==> src/rtl/bba_pkg.sv <==
`timescale 1ns / 1ps
// Shared types, codes and microprogram for the bitmap block allocator.
// No dependencies; used by bitmap_block_allocator.
package bba_pkg;

    localparam int MAP_BYTES_DEF = 32;
    localparam int BYTE_W        = 8;
    localparam int BLOCK_W       = 8;
    localparam int BIT_IX_W      = 3;
    localparam int BYTE_IX_W     = BLOCK_W - BIT_IX_W;
    localparam int PTR_W         = BYTE_IX_W + 1;
    localparam int CMD_W         = 3;

    localparam logic [BYTE_W-1:0] ROW0_RESET  = 8'h01;
    localparam logic [BYTE_W-1:0] ROWN_RESET  = 8'h00;
    localparam logic [BYTE_W-1:0] BYTE_FULL   = 8'hFF;

    typedef enum logic [CMD_W-1:0] {
        CMD_ALLOC   = 3'd0,
        CMD_QUERY   = 3'd1,
        CMD_RESERVE = 3'd2,
        CMD_FREE    = 3'd3,
        CMD_FORMAT  = 3'd4
    } cmd_t;

    typedef enum logic [2:0] {
        UPC_FETCH    = 3'd0,
        UPC_TGT_RD   = 3'd1,
        UPC_TGT_WR   = 3'd2,
        UPC_SCAN_RD  = 3'd3,
        UPC_SCAN     = 3'd4,
        UPC_OUT      = 3'd5,
        UPC_ALLOC_WR = 3'd6,
        UPC_FMT      = 3'd7
    } upc_t;

    typedef enum logic [1:0] {
        RD_NONE = 2'd0,
        RD_TGT  = 2'd1,
        RD_SCAN = 2'd2
    } rd_sel_t;

    typedef enum logic [1:0] {
        WR_NONE  = 2'd0,
        WR_TGT   = 2'd1,
        WR_ALLOC = 2'd2
    } wr_sel_t;

    typedef enum logic [2:0] {
        COND_JUMP     = 3'd0,
        COND_DISPATCH = 3'd1,
        COND_SCAN     = 3'd2,
        COND_OUT      = 3'd3
    } cond_t;

    typedef struct packed {
        logic    ready;
        rd_sel_t rd;
        wr_sel_t wr;
        logic    fmt;
        cond_t   cond;
        upc_t    jump;
    } ctrl_word_t;

    function automatic ctrl_word_t ucode(input upc_t upc);
        ctrl_word_t cw;
        cw = '{ready: 1'b0, rd: RD_NONE, wr: WR_NONE, fmt: 1'b0,
               cond: COND_JUMP, jump: UPC_FETCH};
        case (upc)
            UPC_FETCH: begin
                cw.ready = 1'b1;
                cw.cond  = COND_DISPATCH;
            end
            UPC_TGT_RD: begin
                cw.rd   = RD_TGT;
                cw.jump = UPC_TGT_WR;
            end
            UPC_TGT_WR: begin
                cw.wr   = WR_TGT;
                cw.jump = UPC_OUT;
            end
            UPC_SCAN_RD: begin
                cw.rd   = RD_SCAN;
                cw.jump = UPC_SCAN;
            end
            UPC_SCAN: begin
                cw.rd   = RD_SCAN;
                cw.cond = COND_SCAN;
                cw.jump = UPC_ALLOC_WR;
            end
            UPC_ALLOC_WR: begin
                cw.wr   = WR_ALLOC;
                cw.jump = UPC_OUT;
            end
            UPC_FMT: begin
                cw.fmt  = 1'b1;
                cw.jump = UPC_OUT;
            end
            UPC_OUT: begin
                cw.cond = COND_OUT;
                cw.jump = UPC_FETCH;
            end
            default: begin
                cw.jump = UPC_FETCH;
            end
        endcase
        return cw;
    endfunction

    function automatic upc_t dispatch(input logic [CMD_W-1:0] cmd);
        upc_t target;
        case (cmd)
            CMD_ALLOC, CMD_QUERY:  target = UPC_SCAN_RD;
            CMD_RESERVE, CMD_FREE: target = UPC_TGT_RD;
            CMD_FORMAT:            target = UPC_FMT;
            default:               target = UPC_OUT;
        endcase
        return target;
    endfunction

    function automatic logic [BIT_IX_W-1:0] first_clear(input logic [BYTE_W-1:0] b);
        logic [BIT_IX_W-1:0] ix;
        ix = '0;
        for (int i = BYTE_W - 1; i >= 0; i--) begin
            if (!b[i]) begin
                ix = BIT_IX_W'(i);
            end
        end
        return ix;
    endfunction

    function automatic logic [BYTE_W-1:0] bit_mask(input logic [BIT_IX_W-1:0] ix);
        return BYTE_W'(1) << ix;
    endfunction

endpackage

==> src/rtl/bba_ram.sv <==
`timescale 1ns / 1ps
// Generic single-port-write, single-port-read RAM with registered read data.
// No dependencies.
module bba_ram #(
    parameter int WIDTH = 8,
    parameter int DEPTH = 32
) (
    input  logic                                    aclk,
    input  logic                                    we,
    input  logic [$clog2(DEPTH > 1 ? DEPTH : 2)-1:0] waddr,
    input  logic [WIDTH-1:0]                        wdata,
    input  logic                                    re,
    input  logic [$clog2(DEPTH > 1 ? DEPTH : 2)-1:0] raddr,
    output logic [WIDTH-1:0]                        rdata
);

    logic [WIDTH-1:0] mem [DEPTH];
    logic [WIDTH-1:0] rdata_reg;

    always_ff @(posedge aclk) begin
        if (we) begin
            mem[waddr] <= wdata;
        end
        if (re) begin
            rdata_reg <= mem[raddr];
        end
    end

    assign rdata = rdata_reg;

endmodule

==> src/rtl/bitmap_block_allocator.sv <==
`timescale 1ns / 1ps
// First-fit bitmap block allocator, top level.
// Depends on bba_pkg and bba_ram.
//
// Keeps a usage bitmap of MAP_BYTES bytes (one bit per block, set = in use) in a
// RAM with one write and one registered read port, run by an eight-step
// microprogram. For allocate and query, the scan reads one map byte per cycle
// through the single read port and stops at the first byte with a clear bit.
// Each map row has a valid bit that reset and format clear at once, so the map
// is usable as soon as reset ends. A finished result sits in an output
// register, and the next command is taken while it waits for m_ready.
module bitmap_block_allocator #(
    parameter int MAP_BYTES = bba_pkg::MAP_BYTES_DEF
) (
    input  logic                           aclk,
    input  logic                           aresetn,
    input  logic                           s_valid,
    output logic                           s_ready,
    input  logic [bba_pkg::CMD_W-1:0]      s_command,
    input  logic [bba_pkg::BLOCK_W-1:0]    s_block_id,
    output logic                           m_valid,
    input  logic                           m_ready,
    output logic [bba_pkg::BLOCK_W-1:0]    m_result_block,
    output logic                           m_found,
    output logic                           m_prior_used
);

    localparam int ADDR_W = $clog2(MAP_BYTES > 1 ? MAP_BYTES : 2);
    localparam int BYTE_W = bba_pkg::BYTE_W;
    localparam int BIX_W  = bba_pkg::BIT_IX_W;
    localparam int PTR_W  = bba_pkg::PTR_W;

    bba_pkg::upc_t                upc_reg, upc_next;
    bba_pkg::ctrl_word_t          cw;

    logic [bba_pkg::CMD_W-1:0]    cmd_reg, cmd_next;
    logic [bba_pkg::BLOCK_W-1:0]  id_reg, id_next;
    logic [PTR_W-1:0]             ptr_reg, ptr_next;
    logic [ADDR_W-1:0]            rrow_reg, rrow_next;
    logic                         rvalid_reg, rvalid_next;
    logic [MAP_BYTES-1:0]         row_valid_reg, row_valid_next;
    logic [bba_pkg::BLOCK_W-1:0]  blk_reg, blk_next;
    logic                         found_reg, found_next;
    logic                         prior_reg, prior_next;
    logic [BYTE_W-1:0]            byte_reg, byte_next;
    logic                         m_valid_reg, m_valid_next;
    logic [bba_pkg::BLOCK_W-1:0]  m_blk_reg, m_blk_next;
    logic                         m_found_reg, m_found_next;
    logic                         m_prior_reg, m_prior_next;

    logic                         s_accept;
    logic                         out_free;
    logic                         in_map;
    logic                         scan_avail;
    logic                         scan_hit;
    logic                         scan_last;
    logic [BYTE_W-1:0]            ram_rdata;
    logic [BYTE_W-1:0]            map_byte;
    logic [BIX_W-1:0]             hit_bit;
    logic                         ram_we;
    logic [ADDR_W-1:0]            ram_waddr;
    logic [BYTE_W-1:0]            ram_wdata;
    logic                         ram_re;
    logic [ADDR_W-1:0]            ram_raddr;

    bba_ram #(
        .WIDTH (BYTE_W),
        .DEPTH (MAP_BYTES)
    ) u_map_ram (
        .aclk  (aclk),
        .we    (ram_we),
        .waddr (ram_waddr),
        .wdata (ram_wdata),
        .re    (ram_re),
        .raddr (ram_raddr),
        .rdata (ram_rdata)
    );

    // Control word and datapath decode
    always_comb begin
        cw         = bba_pkg::ucode(upc_reg);
        s_accept   = cw.ready && s_valid;
        out_free   = !m_valid_reg || m_ready;
        in_map     = {1'b0, id_reg[bba_pkg::BLOCK_W-1:BIX_W]} < PTR_W'(MAP_BYTES);
        scan_avail = ptr_reg < PTR_W'(MAP_BYTES);
        map_byte   = rvalid_reg ? ram_rdata :
                     (rrow_reg == '0 ? bba_pkg::ROW0_RESET : bba_pkg::ROWN_RESET);
        scan_hit   = map_byte != bba_pkg::BYTE_FULL;
        scan_last  = rrow_reg == ADDR_W'(MAP_BYTES - 1);
        hit_bit    = bba_pkg::first_clear(map_byte);
    end

    // Next step
    always_comb begin
        upc_next = upc_reg;
        case (cw.cond)
            bba_pkg::COND_JUMP: begin
                upc_next = cw.jump;
            end
            bba_pkg::COND_DISPATCH: begin
                if (s_valid) begin
                    upc_next = bba_pkg::dispatch(s_command);
                end
            end
            bba_pkg::COND_SCAN: begin
                if (scan_hit) begin
                    upc_next = cw.jump;
                end else if (scan_last) begin
                    upc_next = bba_pkg::UPC_OUT;
                end
            end
            bba_pkg::COND_OUT: begin
                if (out_free) begin
                    upc_next = cw.jump;
                end
            end
            default: begin
                upc_next = bba_pkg::UPC_FETCH;
            end
        endcase
    end

    // Datapath actions
    always_comb begin
        cmd_next       = cmd_reg;
        id_next        = id_reg;
        ptr_next       = ptr_reg;
        rrow_next      = rrow_reg;
        rvalid_next    = rvalid_reg;
        row_valid_next = row_valid_reg;
        blk_next       = blk_reg;
        found_next     = found_reg;
        prior_next     = prior_reg;
        byte_next      = byte_reg;
        m_valid_next   = m_valid_reg && !m_ready;
        m_blk_next     = m_blk_reg;
        m_found_next   = m_found_reg;
        m_prior_next   = m_prior_reg;
        ram_we         = 1'b0;
        ram_waddr      = '0;
        ram_wdata      = '0;
        ram_re         = 1'b0;
        ram_raddr      = '0;

        if (s_accept) begin
            cmd_next   = s_command;
            id_next    = s_block_id;
            ptr_next   = '0;
            blk_next   = '0;
            found_next = 1'b0;
            prior_next = 1'b0;
        end

        case (cw.rd)
            bba_pkg::RD_TGT: begin
                ram_re    = in_map;
                ram_raddr = id_reg[BIX_W +: ADDR_W];
            end
            bba_pkg::RD_SCAN: begin
                ram_re    = scan_avail;
                ram_raddr = ptr_reg[ADDR_W-1:0];
                if (scan_avail) begin
                    ptr_next = PTR_W'(ptr_reg + 1'b1);
                end
            end
            default: begin
                ram_re = 1'b0;
            end
        endcase
        if (ram_re) begin
            rrow_next   = ram_raddr;
            rvalid_next = row_valid_reg[ram_raddr];
        end

        if (cw.cond == bba_pkg::COND_SCAN && scan_hit) begin
            blk_next   = {bba_pkg::BYTE_IX_W'(rrow_reg), hit_bit};
            found_next = 1'b1;
            byte_next  = map_byte;
        end

        case (cw.wr)
            bba_pkg::WR_TGT: begin
                ram_we    = in_map;
                ram_waddr = id_reg[BIX_W +: ADDR_W];
                if (cmd_reg == bba_pkg::CMD_FREE) begin
                    ram_wdata = map_byte & ~bba_pkg::bit_mask(id_reg[BIX_W-1:0]);
                end else begin
                    ram_wdata = map_byte | bba_pkg::bit_mask(id_reg[BIX_W-1:0]);
                end
                prior_next = in_map && map_byte[id_reg[BIX_W-1:0]];
            end
            bba_pkg::WR_ALLOC: begin
                ram_we    = cmd_reg == bba_pkg::CMD_ALLOC;
                ram_waddr = blk_reg[BIX_W +: ADDR_W];
                ram_wdata = byte_reg | bba_pkg::bit_mask(blk_reg[BIX_W-1:0]);
            end
            default: begin
                ram_we = 1'b0;
            end
        endcase
        if (ram_we) begin
            row_valid_next[ram_waddr] = 1'b1;
        end

        if (cw.fmt) begin
            row_valid_next = '0;
        end

        if (cw.cond == bba_pkg::COND_OUT && out_free) begin
            m_valid_next = 1'b1;
            m_blk_next   = blk_reg;
            m_found_next = found_reg;
            m_prior_next = prior_reg;
        end
    end

    always_ff @(posedge aclk) begin
        if (!aresetn) begin
            upc_reg       <= bba_pkg::UPC_FETCH;
            row_valid_reg <= '0;
            m_valid_reg   <= 1'b0;
        end else begin
            upc_reg       <= upc_next;
            row_valid_reg <= row_valid_next;
            m_valid_reg   <= m_valid_next;
        end
    end

    always_ff @(posedge aclk) begin
        cmd_reg     <= cmd_next;
        id_reg      <= id_next;
        ptr_reg     <= ptr_next;
        rrow_reg    <= rrow_next;
        rvalid_reg  <= rvalid_next;
        blk_reg     <= blk_next;
        found_reg   <= found_next;
        prior_reg   <= prior_next;
        byte_reg    <= byte_next;
        m_blk_reg   <= m_blk_next;
        m_found_reg <= m_found_next;
        m_prior_reg <= m_prior_next;
    end

    assign s_ready        = cw.ready;
    assign m_valid        = m_valid_reg;
    assign m_result_block = m_blk_reg;
    assign m_found        = m_found_reg;
    assign m_prior_used   = m_prior_reg;

endmodule
==> config.mk <==
export PLATFORM = sky130hd
export DESIGN_NAME = bitmap_block_allocator
export DESIGN_NICKNAME = d
export VERILOG_FILES = /design/src/rtl/bba_pkg.sv /design/src/rtl/bba_ram.sv /design/src/rtl/bitmap_block_allocator.sv
export SDC_FILE = /design/constraint.sdc
export NUM_CORES = 1
export LEC_CHECK = 0
export ABC_CLOCK_PERIOD_IN_PS = 5750
export BUFFER_PORTS_ARGS = -buffer_cell sky130_fd_sc_hd__buf_2
export CORE_AREA = 2 2 150 152
export CTS_CLUSTER_DIAMETER = 30
export DETAILED_ROUTE_END_ITERATION = 6
export DIE_AREA = 0 0 152 154
export MAX_ROUTING_LAYER = met4
export PLACE_DENSITY = 0.83
export SYNTH_ARGS = -nofsm -noshare
export SYNTH_HDL_FRONTEND = slang
export SYNTH_SLANG_ARGS = --single-unit
==> constraint.sdc <==
create_clock -name aclk -period 5.75 [get_ports aclk]
set_clock_uncertainty 0.1 [all_clocks]
set_input_delay 1.15 -clock aclk [delete_from_list [all_inputs] [get_ports aclk]]
set_output_delay 1.15 -clock aclk [all_outputs]
set_load 0.02 [all_outputs]
==> reports/metrics.sh <==
RUN_STATUS='finished with violations'
VIOLATIONS_IN_THE_FINAL_REPORTS='design-rule violations'
CTS_SINKS=351
LAYOUT_WORST_PATH_CYCLE_SHARE=0.754
POWER.SHARE.CLOCK=0.406
GRT_START_MAX_NET_PINS=73
RSZ0062_AT_GRT='no'
EDFF_COUNT_SYNTH=308
DIE_HEIGHT_UM=154
POST-ROUTE-WORST-SETUP-SLACK_NS=1.42
YS_TOP_CELLS_BY_COUNT='sky130_fd_sc_hd__edfxtp_1 (308), sky130_fd_sc_hd__o21ai_0 (83), sky130_fd_sc_hd__nor2_1 (74)'
POSTSYNTH.ASYNCRESETSHARE=0
ROUTED_WL_UM=37900
NETLIST_TOP_CELLS_AREA='sky130_fd_sc_hd__edfxtp_1 (64%), sky130_fd_sc_hd__dfxtp_1 (6.0%), sky130_fd_sc_hd__mux2i_1 (4.5%)'
ROUTEDWLPERCELL_UM=26.7
LAYOUT_MIN_CYCLE_TIME_NS=4.33
SYNTH_MOST_COMMON_CELL='sky130_fd_sc_hd__edfxtp_1'
POWER.SWITCHING_FRACTION=0.320
FINAL-SEQ-AREA_SQ_UM=10100
WORST-PATH-MAX-FANOUT=45
CTS_HOLD_BUFFERS=0
MAX_CLOCK_FREQ_GHz=0.231
WORST_SETUP_HOLD_PATH_CLK_SLEW_NS=0.05
TIMING.CRITICAL_PATH.CELLS='o22ai_1, ha_2, or2_1, buf_4, inv_1, buf_4, nor2_2, a221oi_1, a221oi_1, a31oi_1'
FINAL-HOLD-VIOLATION-COUNT=0
CRITPATHTOPFAMILY='adder cells'
TIMING.MAX_CAP.VIOLATIONS=0
HOLD_SLACK_NS=0.336
POWERDENSITY_nW_PER_UM2=510
USE_MET2=0.511
COREAREA_SQ_UM=21700
HTREE_NUM_LEVELS=2
NETLIST_INSTANCES=1047
PLACE_HPWL_UM=21400
P_INT_mW=5.81
CLOCK_INSERTION_DELAY_WORST_SKEW_NS=0.58
SYN_AVG_CELL_AREA_SQ_UM=13.7
DR_TOTAL_VIAS=10100
MAX_SLEW_MARGIN=0.0783
VDD_DROP_MAX_mV=0.422
DETAILEDROUTE.FIRSTPASSITERATIONCOUNT=7
SYNTH_WARNINGS=0
POST_SYNTH_INSTANCE_AREA_SQ_UM=14400
TOTAL_AREA_OF_MULTI_INPUT_COMBINATIONAL_CELLS_SQ_UM=3940
CTS_BUFFER_DEPTH=3
WORSTPATHREQUIRED_NS=5.96
GRT.OVERFLOW.TOTAL=0
DRT_ITER0_MARKERS=1614
REPORT.FINAL.SLEW_VIOL_COUNT=0
DIE_X_UM=152
PLACER_S_FINAL_ROUTABILITY_CONGESTION_ESTIMATE=0.899
VIAS_PER_CELL=7.12
ANTENNA-DIODE-COUNT=0
INITIAL_UTILIZATION=0.662
TOTAL_TRACK_USAGE=0.336
POWER.SHARE.COMBINATIONAL=0.213
SETUP-TNS-FINAL_NS=0
USE_MET3=0.0736
ACTUAL_TRANSITION_AT_THE_WORST_MAX_TRANSITION_PIN_NS=1.38
CRITICAL_PATH.STARTPOINT_TYPE='flip-flop'
GRT_MOST_USED_LAYER='met2'
DRC_ERRORS=1
SYNTH_TOP_AREA_FRAC=0.644
AREAGROWTHSYNTHTOFINISH_PCT=16.5
NUMBER_OF_REGISTER_BITS_INFERRED_BY_SYNTHESIS=351
SYNTH.LARGEST_AREA_CELL='sky130_fd_sc_hd__edfxtp_1'
N_FILL_CELL=1128
POST-PLACE-WS_NS=1.53
P_SEQ_FRAC=0.381
POSTCTSSETUPBUFFERS=0
GRT_ANTENNA_BEFORE_REPAIR=0
CP-END-KIND='flip-flop'
CRITICAL-PATH-MAX-STAGE-DELAY_NS=0.99
ROOT_BUFFER='sky130_fd_sc_hd__clkbuf_16'
POST-LAYOUT-TOTAL-POWER_mW=8.53
ROWS=54
SYNTH-SEQ-AREA-SHARE=0.704
SETUP_VIOL=0
WORST_HOLD_PATH_TYPE='reg2reg'
LARGEST_REGISTER_FF_COUNT=256
TIMING.CRITICAL_PATH.ARRIVAL_NS=4.54
LAYOUT-DRIVE-GT1-SHARE=0.151
NUM-NETS-FINAL=1109
SYNTH_FF_TYPE='sky130_fd_sc_hd__edfxtp_1'
FIRST_GLOBAL_VIAS=9819
POWER_SWITCHING_mW=2.73
CRIT_TYPE='reg2reg'
GRT_USE_MET1=0.443
CLOCK_TREE_FROM_TRITONCTS='built'
CRITICAL_PATH.SLOWEST_CELL='sky130_fd_sc_hd__ha_2'
FLOORPLAN.IO_PINS=27
POSTSYNTHNETCOUNT=1068
DETAIL-ROUTE-ANTENNA-NETS=0
CTS_RESIZED=0
GLOBAL_ROUTE_WIRE_LENGTH_BEFORE_REPAIR_UM=58100
PATH_BUF_INV=3
DIE_AREA_SQ_UM=23400
STATIC_LEAKAGE_nW=5.84
SYNTH_CELL_TYPE_COUNT=50
CTS-BUFFERS-INSERTED=60
PORT_BUFFERS=26
[power by group through the flow]
stage          clock network [mW]  registers, mW  logic [mW]
2_1_floorplan                   0           3.23        1.21
3_3_place_gp                    0           3.28        1.68
3_5_place_dp                    0           3.29        1.74
4_1_cts                      3.46           3.25        1.76
5_1_grt                      3.58           3.27        1.91
6_report                     3.46           3.25        1.82
[cell families after synthesis]
| logic type | Yosys count | synth area share |
|---|---|---|
| compound gates | 231 | 0.109 |
| fa+ha+maj | 6 | 0.00523 |
| buf+inv | 83 | 0.0280 |
| flops | 351 | 0.704 |
| mux | 68 | 0.0493 |
| simple gates | 308 | 0.105 |
[layout make-up]
cell class,count,share of cell area
flip-flops and latches,351,0.604
multi-input cells,613,0.235
clock buffers,70,0.0957
clock inverters,41,0.0238
well taps,280,0.0209
repair buffers,46,0.0167
inverters,16,0.00359
[placed cells by master (no fill, tap or decap), types with 27 or more instances in the layout]
cell type and instances:
sky130_fd_sc_hd__dfxtp_1 43, sky130_fd_sc_hd__edfxtp_1 308, sky130_fd_sc_hd__nor3_1 58, sky130_fd_sc_hd__o21a_1 32, sky130_fd_sc_hd__o221ai_1 36, sky130_fd_sc_hd__mux2i_1 64, sky130_fd_sc_hd__nand2_1 64, sky130_fd_sc_hd__nor2_1 74
sky130_fd_sc_hd__a221oi_1 27, sky130_fd_sc_hd__clkbuf_16 62, sky130_fd_sc_hd__o21ai_0 83
[worst reg2reg max path: stages, from the launching register on]
cell                       delay [ns]
sky130_fd_sc_hd__dfxtp_1         0.73
sky130_fd_sc_hd__o22ai_1         0.25
sky130_fd_sc_hd__ha_2            0.99
sky130_fd_sc_hd__or2_1           0.21
sky130_fd_sc_hd__buf_4           0.27
sky130_fd_sc_hd__inv_1           0.08
sky130_fd_sc_hd__buf_4           0.24
sky130_fd_sc_hd__nor2_2          0.63
sky130_fd_sc_hd__a221oi_1        0.19
sky130_fd_sc_hd__a221oi_1        0.34
sky130_fd_sc_hd__a31oi_1         0.07
[per-stage QoR]
step           instance area [sq um]   util  std cells
6_report                       16700  0.772       1417
5_1_grt                        16700  0.772       1417
4_1_cts                        16700  0.772       1417
3_5_place_dp                   14700  0.680       1306
3_3_place_gp                   14700  0.680       1306
2_1_floorplan                  14400      -       1047
[per-layer routing]
metal	vias to the layer above	part of all wire
li1	4169	-
met1	4840	0.35
met2	919	0.47
met3	157	0.13
met4	0	0.046
met5	-	0
[final timing paths]
kind | start | end | slack (ns) | cells after the start
worst min register to register | found_reg | m_found | 0.34 | 0
worst max-delay path | upc_reg[2] | u_map_ram.rdata[6] | 1.42 | 10
worst max register to register | upc_reg[2] | u_map_ram.rdata[6] | 1.42 | 10
worst min-delay path | found_reg | m_found | 0.34 | 0
(Power assumes the default switching activity.)
